File: src/llas_ram.sv
// Generic simple dual-port RAM: one write port, one read port, registered read.
// No dependencies.
module llas_ram #(
    parameter int WIDTH = 64,
    parameter int DEPTH = 64
) (
    input  logic                     clk,
    input  logic                     we,
    input  logic [$clog2(DEPTH)-1:0] waddr,
    input  logic [WIDTH-1:0]         wdata,
    input  logic [$clog2(DEPTH)-1:0] raddr,
    output logic [WIDTH-1:0]         rdata
);

    logic [WIDTH-1:0] mem [DEPTH];
    logic [WIDTH-1:0] rdata_reg;

    always_ff @(posedge clk)
    begin
        if (we)
        begin
            mem[waddr] <= wdata;
        end
        rdata_reg <= mem[raddr];
    end

    assign rdata = rdata_reg;

endmodule

File: config.mk
export PLATFORM = sky130hd
export DESIGN_NAME = llas_ram
export DESIGN_NICKNAME = d
export VERILOG_FILES = /design/src/llas_ram.sv
export SDC_FILE = /design/constraint.sdc
export NUM_CORES = 2
export LEC_CHECK = 0
export ABC_AREA = 0
export BUFFER_PORTS_ARGS = -buffer_cell sky130_fd_sc_hd__buf_4
export CORE_MARGIN = 2
export CORE_UTILIZATION = 45
export DETAILED_ROUTE_END_ITERATION = 16
export PLACE_DENSITY = 0.61
export SETUP_SLACK_MARGIN = 0.05
export SLEW_MARGIN = 10
export SYNTH_ARGS = -nofsm -noshare
export SYNTH_HDL_FRONTEND = slang
export SYNTH_SLANG_ARGS = --single-unit
File: constraint.sdc
create_clock -name clk -period 6.9 [get_ports clk]
set_input_delay 0.69 -clock clk [delete_from_list [all_inputs] [get_ports clk]]
set_output_delay 0.69 -clock clk [all_outputs]
set_load 0.005 [all_outputs]
# After elaboration in Yosys (flattened, before gate mapping)

Memories as Yosys holds them, arrays and structs flattened. A register that Yosys moved wholly into a read port is not among the register bits.
Index checks and enable logic that the tools add are counted.

Register bits after elaboration: 0
Bits in writable memories: 4096
Input bits: 78
Output and inout bits: 64
Word-level logic and storage cells: 3
Memories: 1

Mux-type cells: 2

Memory list:

| name | words | width | rd ports | clocked after memory_dff | wr ports | RTL line | RTL |
|---|---|---|---|---|---|---|---|
| mem  | 64    | 64    | 1        | 1                        | 1        | 15       | `logic [WIDTH-1:0] mem [DEPTH];` |

Operators with widths:

| operator | number |
|---|---|
| $mux 1   | 2 |

# Depth between registers and ports, before layout

Depth in word-level cells: 2
Gate-level depth with buffers: 9
Depth with buffers taken out: 5

# Worst setup path after synthesis

OpenSTA, ideal clock, no wires.

Path type: input-to-reg
From: in waddr[3]
To: mem mem[48][0], enable pin
Setup time: 0.564 ns
Arrival time: 5.562 ns
Required time: 6.336 ns
Slack: 0.774 ns
Cell stages on the path: 4
Path buffers: 1
Cell sequence: clkbuf_1 nor2b_1 nand4b_1 nor3_1

RTL lines:

| element     | RTL line | RTL |
|---|---|---|
| from (decl) | 9        | `input logic [$clog2(DEPTH)-1:0] waddr,` |
| to (decl)   | 15       |  |

No word-level cell before the write port.

# Worst setup path in the final report

From: in we
To: mem mem[6][15], enable pin

Cells in the longest elaborated chain, start to end: 2

Ends and longest elaborated chain:

| element                      | RTL line | RTL |
|---|---|---|
| from (decl)                  | 8        | `input logic we,` |
| $mux 1                       | 20       | `if (we)` |
| $mux 1 (not written as such) | 22       | `mem[waddr] <= wdata;` |

No other way between the ends.

==> run summary <==
The worst clock skew is 0.0500 ns. TritonCTS built the clock tree. Routability-driven placement finished with a final weighted congestion of 0.793. The tightest hold path in the finished design has a slack of between 0.2 and 0.25 ns.

The final antenna-violating net count came out at 0. The sort of element at the start of the critical path is an input pin. The cell count of the worst reg-to-reg path came out at 5. The total CTS buffers came out at 413.

The via density per instance is 6.35. The largest vdd supply drop is roughly 220 uV. The post-layout minimum cycle time came out at 3.04 ns. The endpoint identified for the worst register-to-register timing path is rdata[1]$_DFF_P_. The critical path data required time came out at between 7 and 8 ns.

The path with the worst hold slack has its endpoint at mem[52][7]$_DFFE_PP_. The transition at the pin with the smallest max-transition slack is roughly 1.3 ns. The power density relative to cell area came out at a little under 300 nW/um^2. The quantity of hold-fixing buffers added after cts came out at 0. For this design the static power due to leakage is 55.1 nW. The DRC violation count after routing is 0. The number of search-and-repair iterations in the first detailed-routing pass came out at 5. The routed design has 433 mm of wire. The top cell types in the final layout, fill and taps aside, are sky130_fd_sc_hd__edfxtp_1 (4,096), sky130_fd_sc_hd__mux4_2 (1,024), sky130_fd_sc_hd__clkbuf_16 (419).

The net count after synthesis is 6,676. The synthesis-to-finish area growth came out at 13.5%. The clock sink count is 4,160. The total count of hold-check failures in the final report is 0. The global-route wire length before repair is 603 mm. The floorplan step defined a die boundary enclosing 352,000 sq um. The flow ran to the end, and the final reports show no timing, DRC or antenna violations. The number of antenna violations at the first check in global routing is 25. The proportion of layout cells with a drive suffix above 1 came out at 0.283.

The number of buffer cells added on primary ports came out at 141. The number of maximum-capacitance violations came out at 0. In this run the clock root is driven by a sky130_fd_sc_hd__clkbuf_16. The core region area came out at 346,000 sq um. The slack of the worst reg-to-reg path came out at 4.89 ns. The worst hold path begins at wdata[7]. The final worst-path cycle share is 0.441. The sequential-to-total area share from yosys stat came out at 0.795. The mapped cell area is ~160,000 sq um. The die is 593 um wide. The unique cell type count in the Yosys netlist is 33.

The worst-skew pair later-pin latency is 0.96 ns. The area taken by flip-flops and latches is 124,000 sq um. The depth of the CTS H-tree is 5.

The initial standard-cell utilization of the core came out at 0.452. The overall track demand over capacity in global routing is 0.244. The cell count of the worst hold path is 1. Summed over all failing endpoints, the final setup total negative slack is 0 ns. The count of fill cells added during filler insertion came out at 26,800.

The number of global-route vias before repair was approximately 76,000. The worst reg2reg path startpoint is mem[52][1]$_DFFE_PP_. Synthesis produced a netlist whose cell count is 6,598. The path class of the tightest hold or removal check is input pin to flop. In this run the vertical extent of the chip is 593 um. The flop and latch count out of synthesis came out at 4,160. The area used by multi-input combinational logic came out at 30,800 sq um. Setup repair after global routing left no endpoint under its margin.

The global-route congestion overflow total came out at 0. The kind of critical path is input pin to flop. The routed wirelength normalized by instance count came out at roughly 36 um. The remaining max-slew budget at the tightest pin came out at 0.121. The library cell used most frequently in the layout, excluding fill and tap cells, is sky130_fd_sc_hd__edfxtp_1. The worst setup path is captured at a flop.

Entering global routing, the biggest net connects between 100 and 150 pins. In this run, post-CTS repair resized a total of 0 instances. At the worst endpoint, the arrival time is 3.62 ns. The register with the most flip-flops in the layout has 4,096 of them.

Buffers added to address setup during post-CTS repair amount to 0. The maximum fanout along the worst path came out at 43. The number of ports placed on the die boundary came out at 142. In this run the worst setup path begins at we. The setup violation total in the final timing report came out at 0. The number of enable flip-flop cells after synthesis is 4,096. The detailed-route via count is 75,700.

Clock-pin slew was measured on the worst setup and hold paths at 0.06 ns. The maximum buffer depth of the clock tree is 4. The max-slew violation count is 0.

The detailed placement HPWL came out at 228 mm. Counting flops with an async set or reset pin after synthesis yields a share of 0. The number of warning messages in the yosys log is 0.

The net count reported at finish came out at roughly 7,100. The per-instance average area after synthesis came out at between 20 and 25 sq um. The highest achievable clock rate is 329 MHz. The main flop type after synthesis is sky130_fd_sc_hd__edfxtp_1. The iteration-0 DRC count of the detailed router is about 11,000. The row count is 216.
-- cells in the mapped netlist, drive strengths merged, types with 45 or more instances --
master | n | area share
a211oi | 63 | 0.0030
a22o | 88 | 0.0049
a22oi | 168 | 0.0081
and3 | 64 | 0.0026
buf | 230 | 0.0080
clkbuf | 140 | 0.0034
dfxtp | 64 | 0.0082
edfxtp | 4096 | 0.79
mux2i | 135 | 0.0086
mux4 | 1024 | 0.15
nand2 | 58 | 0.0014
nand3 | 45 | 0.0014
nor2 | 112 | 0.0027
o22ai | 83 | 0.0033
-- metrics by stage --
stage | utilization | cell area (sq um) | setup WS [ns] | power, mW | std cells
4_1_cts | 0.513 | 177000 | 4.01 | 53.2 | 11900
3_3_place_gp | 0.474 | 164000 | 2.91 | 31.0 | 11100
6_report | 0.513 | 177000 | 3.86 | 52.9 | 11900
2_1_floorplan | - | 156000 | 0.774 | 29.9 | 6598
3_5_place_dp | 0.474 | 164000 | 2.98 | 31.1 | 11100
5_1_grt | 0.513 | 177000 | 3.84 | 54.3 | 11900
-- report_power, final --
part / internal [mW] / total, mW / switching [mW]
sequential: 28.0 / 28.1 / 0.125
combinational: 0.903 / 2.40 / 1.50
clock: 12.8 / 22.4 / 9.60
-- logic make-up after synthesis --
group | count (synthesis) | share of synthesized area
buf+inv | 389 | 0.0118
compound gates | 504 | 0.0248
flops | 4160 | 0.795
mux | 1159 | 0.156
simple gates | 386 | 0.0124
-- worst max-delay path: stages --
cell	delay [ns]
sky130_fd_sc_hd__buf_4	0.17
sky130_fd_sc_hd__nor2b_1	0.31
sky130_fd_sc_hd__nand3_1	0.66
sky130_fd_sc_hd__nor2_4	1.21
sky130_fd_sc_hd__buf_12	0.47
-- worst max-delay path by stage --
stage | to | slack (ns) | cells after the start
after global placement | mem[32][30]$_DFFE_PP_ | 2.91 | 5
after floorplan | mem[48][0]$_DFFE_PP_ | 0.77 | 4
final | mem[6][15]$_DFFE_PP_ | 3.86 | 5
after CTS | mem[46][19]$_DFFE_PP_ | 4.01 | 5
after global routing | rdata[58]$_DFF_P_ | 3.84 | 7
after detailed placement | mem[46][19]$_DFFE_PP_ | 2.98 | 5
-- area by class of cell --
class	count	area share
diodes	12	0.000169
clock inverters	230	0.0129
clock buffers	536	0.0632
well taps	4578	0.0323
flip-flops and latches	4160	0.700
multi-input cells	2049	0.173
repair buffers	341	0.0173
inverters	19	0.000402
-- layer usage --
metal | vias to the layer above | track usage | part of all wire | wire length [um]
li1 | 29300 | - | - | -
met1 | 41800 | 0.342 | 0.39 | 170000
met2 | 3951 | 0.392 | 0.48 | 210000
met3 | 682 | 0.0420 | 0.090 | 39200
met4 | 8 | 0.0756 | 0.032 | 14000
met5 | - | 0 | 0.000090 | 39
Power figures use the tool's default switching activity.
