$ cat config.mk
export PLATFORM = sky130hd
export DESIGN_NAME = llas_rule
export DESIGN_NICKNAME = d
export VERILOG_FILES = /design/src/llas_pkg.sv /design/src/llas_rule.sv
export SDC_FILE = /design/constraint.sdc
export NUM_CORES = 1
export LEC_CHECK = 0
export BUFFER_PORTS_ARGS = -buffer_cell sky130_fd_sc_hd__buf_4
export CORE_ASPECT_RATIO = 0.5
export CORE_MARGIN = 5
export CORE_UTILIZATION = 45
export DETAILED_ROUTE_END_ITERATION = 16
export GPL_TIMING_DRIVEN = 1
export PLACE_DENSITY = 0.84
export SLEW_MARGIN = 0
export SYNTH_ARGS = -nofsm -noshare
export SYNTH_HDL_FRONTEND = slang
export SYNTH_SLANG_ARGS = --single-unit
$ cat constraint.sdc
create_clock -name vclk -period 11.2
set_input_delay 1.68 -clock vclk [all_inputs]
set_output_delay 1.68 -clock vclk [all_outputs]
set_load 0.01 [all_outputs]
$ cat src/llas_pkg.sv
// Shared types, constants and helpers for the life-like automaton step block.
// Used by llas_rule and life_like_automaton_step; no dependencies.
package llas_pkg;

    localparam int MAX_ROWS = 64;
    localparam int MAX_COLS = 64;
    localparam int ROW_W    = $clog2(MAX_ROWS);
    localparam int COL_W    = $clog2(MAX_COLS);
    localparam int SIZE_W   = 7;
    localparam int MASK_W   = 9;
    localparam int CFG_W    = 9;
    localparam int CNT_W    = 4;

    typedef logic [MAX_COLS-1:0] row_t;

    typedef enum logic [1:0] {
        OP_WRITE = 2'd0,
        OP_GEN   = 2'd1,
        OP_READ  = 2'd2,
        OP_NONE  = 2'd3
    } op_t;

    typedef enum logic [1:0] {
        CFG_ROWS    = 2'd0,
        CFG_COLS    = 2'd1,
        CFG_BIRTH   = 2'd2,
        CFG_SURVIVE = 2'd3
    } cfg_idx_t;

    localparam logic [SIZE_W-1:0] ROWS_RST    = SIZE_W'(64);
    localparam logic [SIZE_W-1:0] COLS_RST    = SIZE_W'(64);
    localparam logic [MASK_W-1:0] BIRTH_RST   = MASK_W'(8);
    localparam logic [MASK_W-1:0] SURVIVE_RST = MASK_W'(12);

    // Three old rows around the row being updated.
    typedef struct packed {
        row_t above;
        row_t middle;
        row_t below;
    } nbhd_t;

    typedef struct packed {
        logic [MASK_W-1:0] birth;
        logic [MASK_W-1:0] survive;
    } rule_mask_t;

    // A size of zero acts as one; sizes beyond the storage saturate.
    function automatic logic [SIZE_W-1:0] eff_size(input logic [SIZE_W-1:0] v,
                                                   input logic [SIZE_W-1:0] lim);
        logic [SIZE_W-1:0] r;
        if (v == '0)
            r = SIZE_W'(1);
        else if (v > lim)
            r = lim;
        else
            r = v;
        return r;
    endfunction

endpackage

$ cat src/llas_rule.sv
// Shared cell-rule unit: next state of one cell from three buffered rows.
// Depends on llas_pkg.
module llas_rule (
    input  llas_pkg::nbhd_t                   rows,
    input  logic [llas_pkg::COL_W-1:0]        col,
    input  logic [llas_pkg::SIZE_W-1:0]       ncols,
    input  llas_pkg::rule_mask_t              masks,
    output logic                              next_alive
);
    import llas_pkg::*;

    logic [COL_W-1:0]  col_l;
    logic [COL_W-1:0]  col_r;
    logic [SIZE_W-1:0] col_inc;
    logic [7:0]        nbrs;
    logic [CNT_W-1:0]  count;
    logic              self_alive;
    logic [MASK_W-1:0] mask;

    // Wrap at the configured column count, not at the storage width.
    assign col_inc = SIZE_W'(col) + SIZE_W'(1);
    assign col_l   = (col == '0) ? COL_W'(ncols - SIZE_W'(1)) : col - COL_W'(1);
    assign col_r   = (col_inc == ncols) ? '0 : COL_W'(col_inc);

    assign nbrs = {rows.above[col_l], rows.above[col], rows.above[col_r],
                   rows.middle[col_l], rows.middle[col_r],
                   rows.below[col_l], rows.below[col], rows.below[col_r]};

    assign self_alive = rows.middle[col];

    always_comb
    begin
        count = '0;
        for (int i = 0; i < 8; i++)
        begin
            count = count + CNT_W'(nbrs[i]);
        end
    end

    assign mask       = self_alive ? masks.survive : masks.birth;
    assign next_alive = (count != '0) && mask[count];

endmodule
## After elaboration in Yosys (flattened, before gate mapping)

Index checks and enable logic that the tools add are counted.

| word-level totals | value |
|---|---|
| input port bits | 223 |
| logic and storage cells | 41 |
| register bits | 0 |
| output and inout bits | 1 |

| operators by class | value |
|---|---|
| $add $sub $neg | 10 |
| multiplexer cells | 23 |
| magnitude comparators | 4 |
| reductions and logical operators | 3 |
| equality and inequality tests | 1 |

Operators with widths:

| cell | count |
|---|---|
| 1-bit binary-select mux with 6-bit select | 9 |
| 6-bit by 7-bit < comparator with 1-bit output, second input constant | 3 |
| 4-bit by 1-bit adder with 4-bit output | 4 |
| 6-bit two-way mux | 2 |
| 6-bit by 1-bit subtractor with 6-bit output, second input constant | 2 |
| 1-bit two-way mux | 10 |
| 9-bit two-way mux | 1 |
| 6-bit by 1-bit adder with 7-bit output, second input constant | 1 |
| 7-bit equality test | 1 |
| 6-bit logical NOT | 1 |
| 4-bit by 5-bit < comparator with 1-bit output, second input constant | 1 |
| 3-bit by 1-bit adder with 4-bit output | 1 |
| 1-bit binary-select mux with 4-bit select | 1 |
| 4-bit nonzero test | 1 |
| 2-bit by 1-bit adder with 3-bit output | 1 |
| 1-bit by 1-bit adder with 2-bit output | 1 |
| 1-bit logical AND | 1 |

## Depth between registers and ports, before layout

| logic depth | value |
|---|---|
| depth after elaboration | 15 |
| depth in mapped cells | 33 |
| depth with buffers taken out | 24 |

## Least setup slack after synthesis

Ideal clock, no wire load.

| timing path | value |
|---|---|
| path kind | input port to output port |
| start point | input col[0] (netlist bit) |
| end point | output next_alive |
| buffers on the path | 8 |
| arrival | 9.059 ns |
| data required time | 9.520 ns |
| cell stages on the path | 29 |
| setup slack | 0.461 ns |
| cell sequence | buf_4 > buf_6 > buf_4 > inv_2 > buf_2 > buf_1 > buf_2 > ha_1 > buf_2 > xor2_1 > a311o_1 > a2111oi_2 > and3_1 > buf_4 > nor2_1 > a311o_1 > a311oi_1 > a311oi_1 > a211oi_2 > fa_1 > fa_1 > inv_1 > fa_1 > ha_1 > fa_1 > xor2_1 > mux4_2 > a211o_1 > a22o_1 |

| between the ends | value |
|---|---|
| cells in the longest elaborated chain, start to end | 15 |
| elaborated cells between the ends (all ways) | 36 |
| those cells by class | add/sub: 9; eq/ne: 1; mux: 23; reduce/logical: 3 |

RTL lines:

| item | RTL line | RTL |
|---|---|---|
| start: declaration | llas_rule.sv:5 | `input logic [llas_pkg::COL_W-1:0] col,` |
| 6-bit by 1-bit adder with 7-bit output | llas_rule.sv:21 | `assign col_inc = SIZE_W'(col) + SIZE_W'(1);` |
| 7-bit equality test | llas_rule.sv:23 | `assign col_r = (col_inc == ncols) ? '0 : COL_W'(col_inc);` |
| 6-bit two-way mux | llas_rule.sv:23 |  |
| 1-bit binary-select mux with 6-bit select | llas_rule.sv:27 | `rows.below[col_l], rows.below[col], rows.below[col_r]};` |
| 1-bit two-way mux (not written as such) | llas_rule.sv:27 |  |
| 1-bit by 1-bit adder with 2-bit output | llas_rule.sv:36 | `count = count + CNT_W'(nbrs[i]);` |
| 2-bit by 1-bit adder with 3-bit output | llas_rule.sv:36 |  |
| 3-bit by 1-bit adder with 4-bit output | llas_rule.sv:36 |  |
| 4-bit by 1-bit adder with 4-bit output (4 in a row) | llas_rule.sv:36 |  |
| 1-bit binary-select mux with 4-bit select | llas_rule.sv:41 | `assign next_alive = (count != '0) && mask[count];` |
| 1-bit two-way mux (not written as such) | llas_rule.sv:41 |  |
| 1-bit logical AND * | llas_rule.sv:41 |  |
| end: declaration | llas_rule.sv:8 | `output logic next_alive` |

Every way passes the cells marked *; elsewhere a longest branch is shown, timed or not. The select of a mux whose other input is x is not followed.

## Worst setup path in the final report

| timing path | value |
|---|---|
| start point | input col[1] (netlist bit) |
| end point | output next_alive |

The elaborated chain is that of the path after synthesis.

==> impl_results.md <==
* Req. time, crit path at 9520 ps
* Yosys warns at 0
* Initial antenna violation count at 0
* Leading cell type in the layout, fill and taps excluded: buf_4
* DIE WIDTH at between 150 and 200 um
* Wire per inst at 25.6 um
* Rel. slew slack at 23.0%
* Final Util at 60.0%
* Post-Synthesis Cell Area at 0.00586 mm^2
* Port buffer count at between 200 and 250
* Post-CTS resize count at 0
* Placement Rows at 29
* Main area contributors after synthesis: mux4_2 (43%), mux2i_1 (18%), nand2_1 (2.8%)
* Post-synth top area share at a little over two fifths
* Leakage at between 3 and 4 nW
* Via total after detailed routing at 6779
* Maximum vdd ir drop at 209 uV
* Status: completed
* Hold buffers post-CTS at 0
* CP Class: in -> out
* GPL Wtd Cong at 0.964
* Drt drc at 0
* Post-route total power at 0.666 mW
* Critical Path AT at 8990 ps
* Worst setup EP type: output pin
* CP max-delay cell: mux4_2
* Peak Freq at 93.7 MHz
* Crit-path max cell delay at ~570 ps
* Detailed Route Iter0 Violations at 909
* Commonest non-fill, non-tap cells in the layout: buf_4 (239), mux4_2 (111), mux2i_1 (104)
* Post-Synthesis Cells at about 600
* Post-synthesis to final-layout area growth at 30.0%
* Vias in the first global route at 6625
* Crit-path cells: buf_4, buf_4, nand3_1, xnor2_1, a2111oi_2, nand3_1, buf_4, mux2_1, nand3_1, o2111ai_1, a21o_1, o211ai_1, fa_1, fa_1, inv_1, fa_1, ha_1, fa_1, xor2_1, mux4_2, a211o_1, a22o_1, buf_4
* Max-cap violation count at 0
* GRT Total Usage at a little under 30%
* N_diodes at 0
* DRT Pass-1 Iters at 8
* Final non-filler cell total at ~940
* Syn Nets at 820
* Largest net degree at the start of global routing at 60
* Final net count at 1000
* Starting Density at between 40% and 50%
* Hold_ws at ~3800 ps
* Worst-path fanout max at 34
* Mean Syn Cell Area at 9.99 um^2
* First-pass GRT wire length at 36700 um
* Slew @ Worst Pin at approximately 1200 ps
* Sequential element share of the synthesized area at 0%
* Fin. max-slew vios at 0
* Tcrit/Tclk final at 95.2%
* Gr ovfl total at 0
* Io pins at between 200 and 250
* Vias per cell at 7.25
* Tmin final at 10670 ps
* Number of fill cells at 1065
* Area of the die at 0.0156 mm^2
* Placed Cells at 935
* Final Hold Viols at 0
* Clock Buffer Count at 0
* Worst hold path type: in -> out
* Die H at 90.7 um
* RSZ-0062 raised after global routing: no
* Post-DRT Antenna Nets at 0
* Core area at ~0.013 mm^2
* Detailed placement HPWL at 19000 um
* Final WL at 23900 um
* Final count of negative-setup-slack endpoints at 0
* Total Neg Setup Slack at 0 ps
* Share of layout cells above drive strength 1 at 48.2%
* FF/Latch Area at 0 um^2
* P per Cell Area at 87.4 mW/mm^2
* Setup bufs post-CTS at 0
* Seq cells at 0
* Most area-hungry cell type in the Yosys netlist: mux4_2
* Critical Path Start Type: input pin
* Distinct cells, synth at just under 70
## Yosys cell counts (all sizes together), types with 5 or more instances
cell type / instances
a211oi: 7
a21oi: 21
a22oi: 16
a31oi: 7
and3: 6
buf: 34
clkbuf: 27
ha: 6
inv: 13
mux2: 8
mux2i: 105
mux4: 111
nand2: 44
nand3: 25
nor2: 25
nor2b: 5
nor3: 8
o211ai: 5
o21ai: 23
o22ai: 7
xnor2: 9
xor2: 9
## power by group
part           switching [mW]  leakage [nW]  internal (mW)  total [mW]
combinational           0.329          3.23          0.337       0.666
sequential                  0             0              0           0
clock                       0             0              0           0
## kinds of logic after synthesis
family	share of synthesized area [%]
buffers and inverters	5.95
AOI/OAI and AO/OA	15.7
and+or+nand+nor	10.5
xor gates and xnor gates	3.20
muxes	62.1
adders and majority gates	2.65
## path summary, 6_finish.rpt
path                endpoint      start  cells after the start  slack [ps]
setup / recovery  next_alive     col[1]                     23         530
hold / removal    next_alive  masks[17]                      4        3800
## per-layer routing
layer	vias to the layer above	track usage, %	wire length (um)
met5	-	0	0
met4	0	5.93	617
met3	75	9.23	3250
met2	542	45.6	11100
met1	3339	40.0	8950
li1	2823	-	-
## area by class of cell
cell class	count	area, um^2	share of cell area, %
multi-input cells	513	5570	73.0
inverters	13	48.8	0.640
well taps	170	213	2.79
repair buffers	239	1790	23.5
## critical path: cells and delay by family
family,cells,cell delay [ps]
xor+xnor,2,620
fa+ha+maj,5,2160
mux,2,900
buf+inv,5,1120
simple gates,3,870
compound gates,6,1610
## metrics by stage
stage | setup WS (ps) | instance area (um^2)
floorplan | 461 | 5860
global placement | 869 | 7620
detailed placement | 743 | 7620
CTS | 730 | 7620
global route | 234 | 7620
finish | 533 | 7620
(Power assumes the default switching activity.)
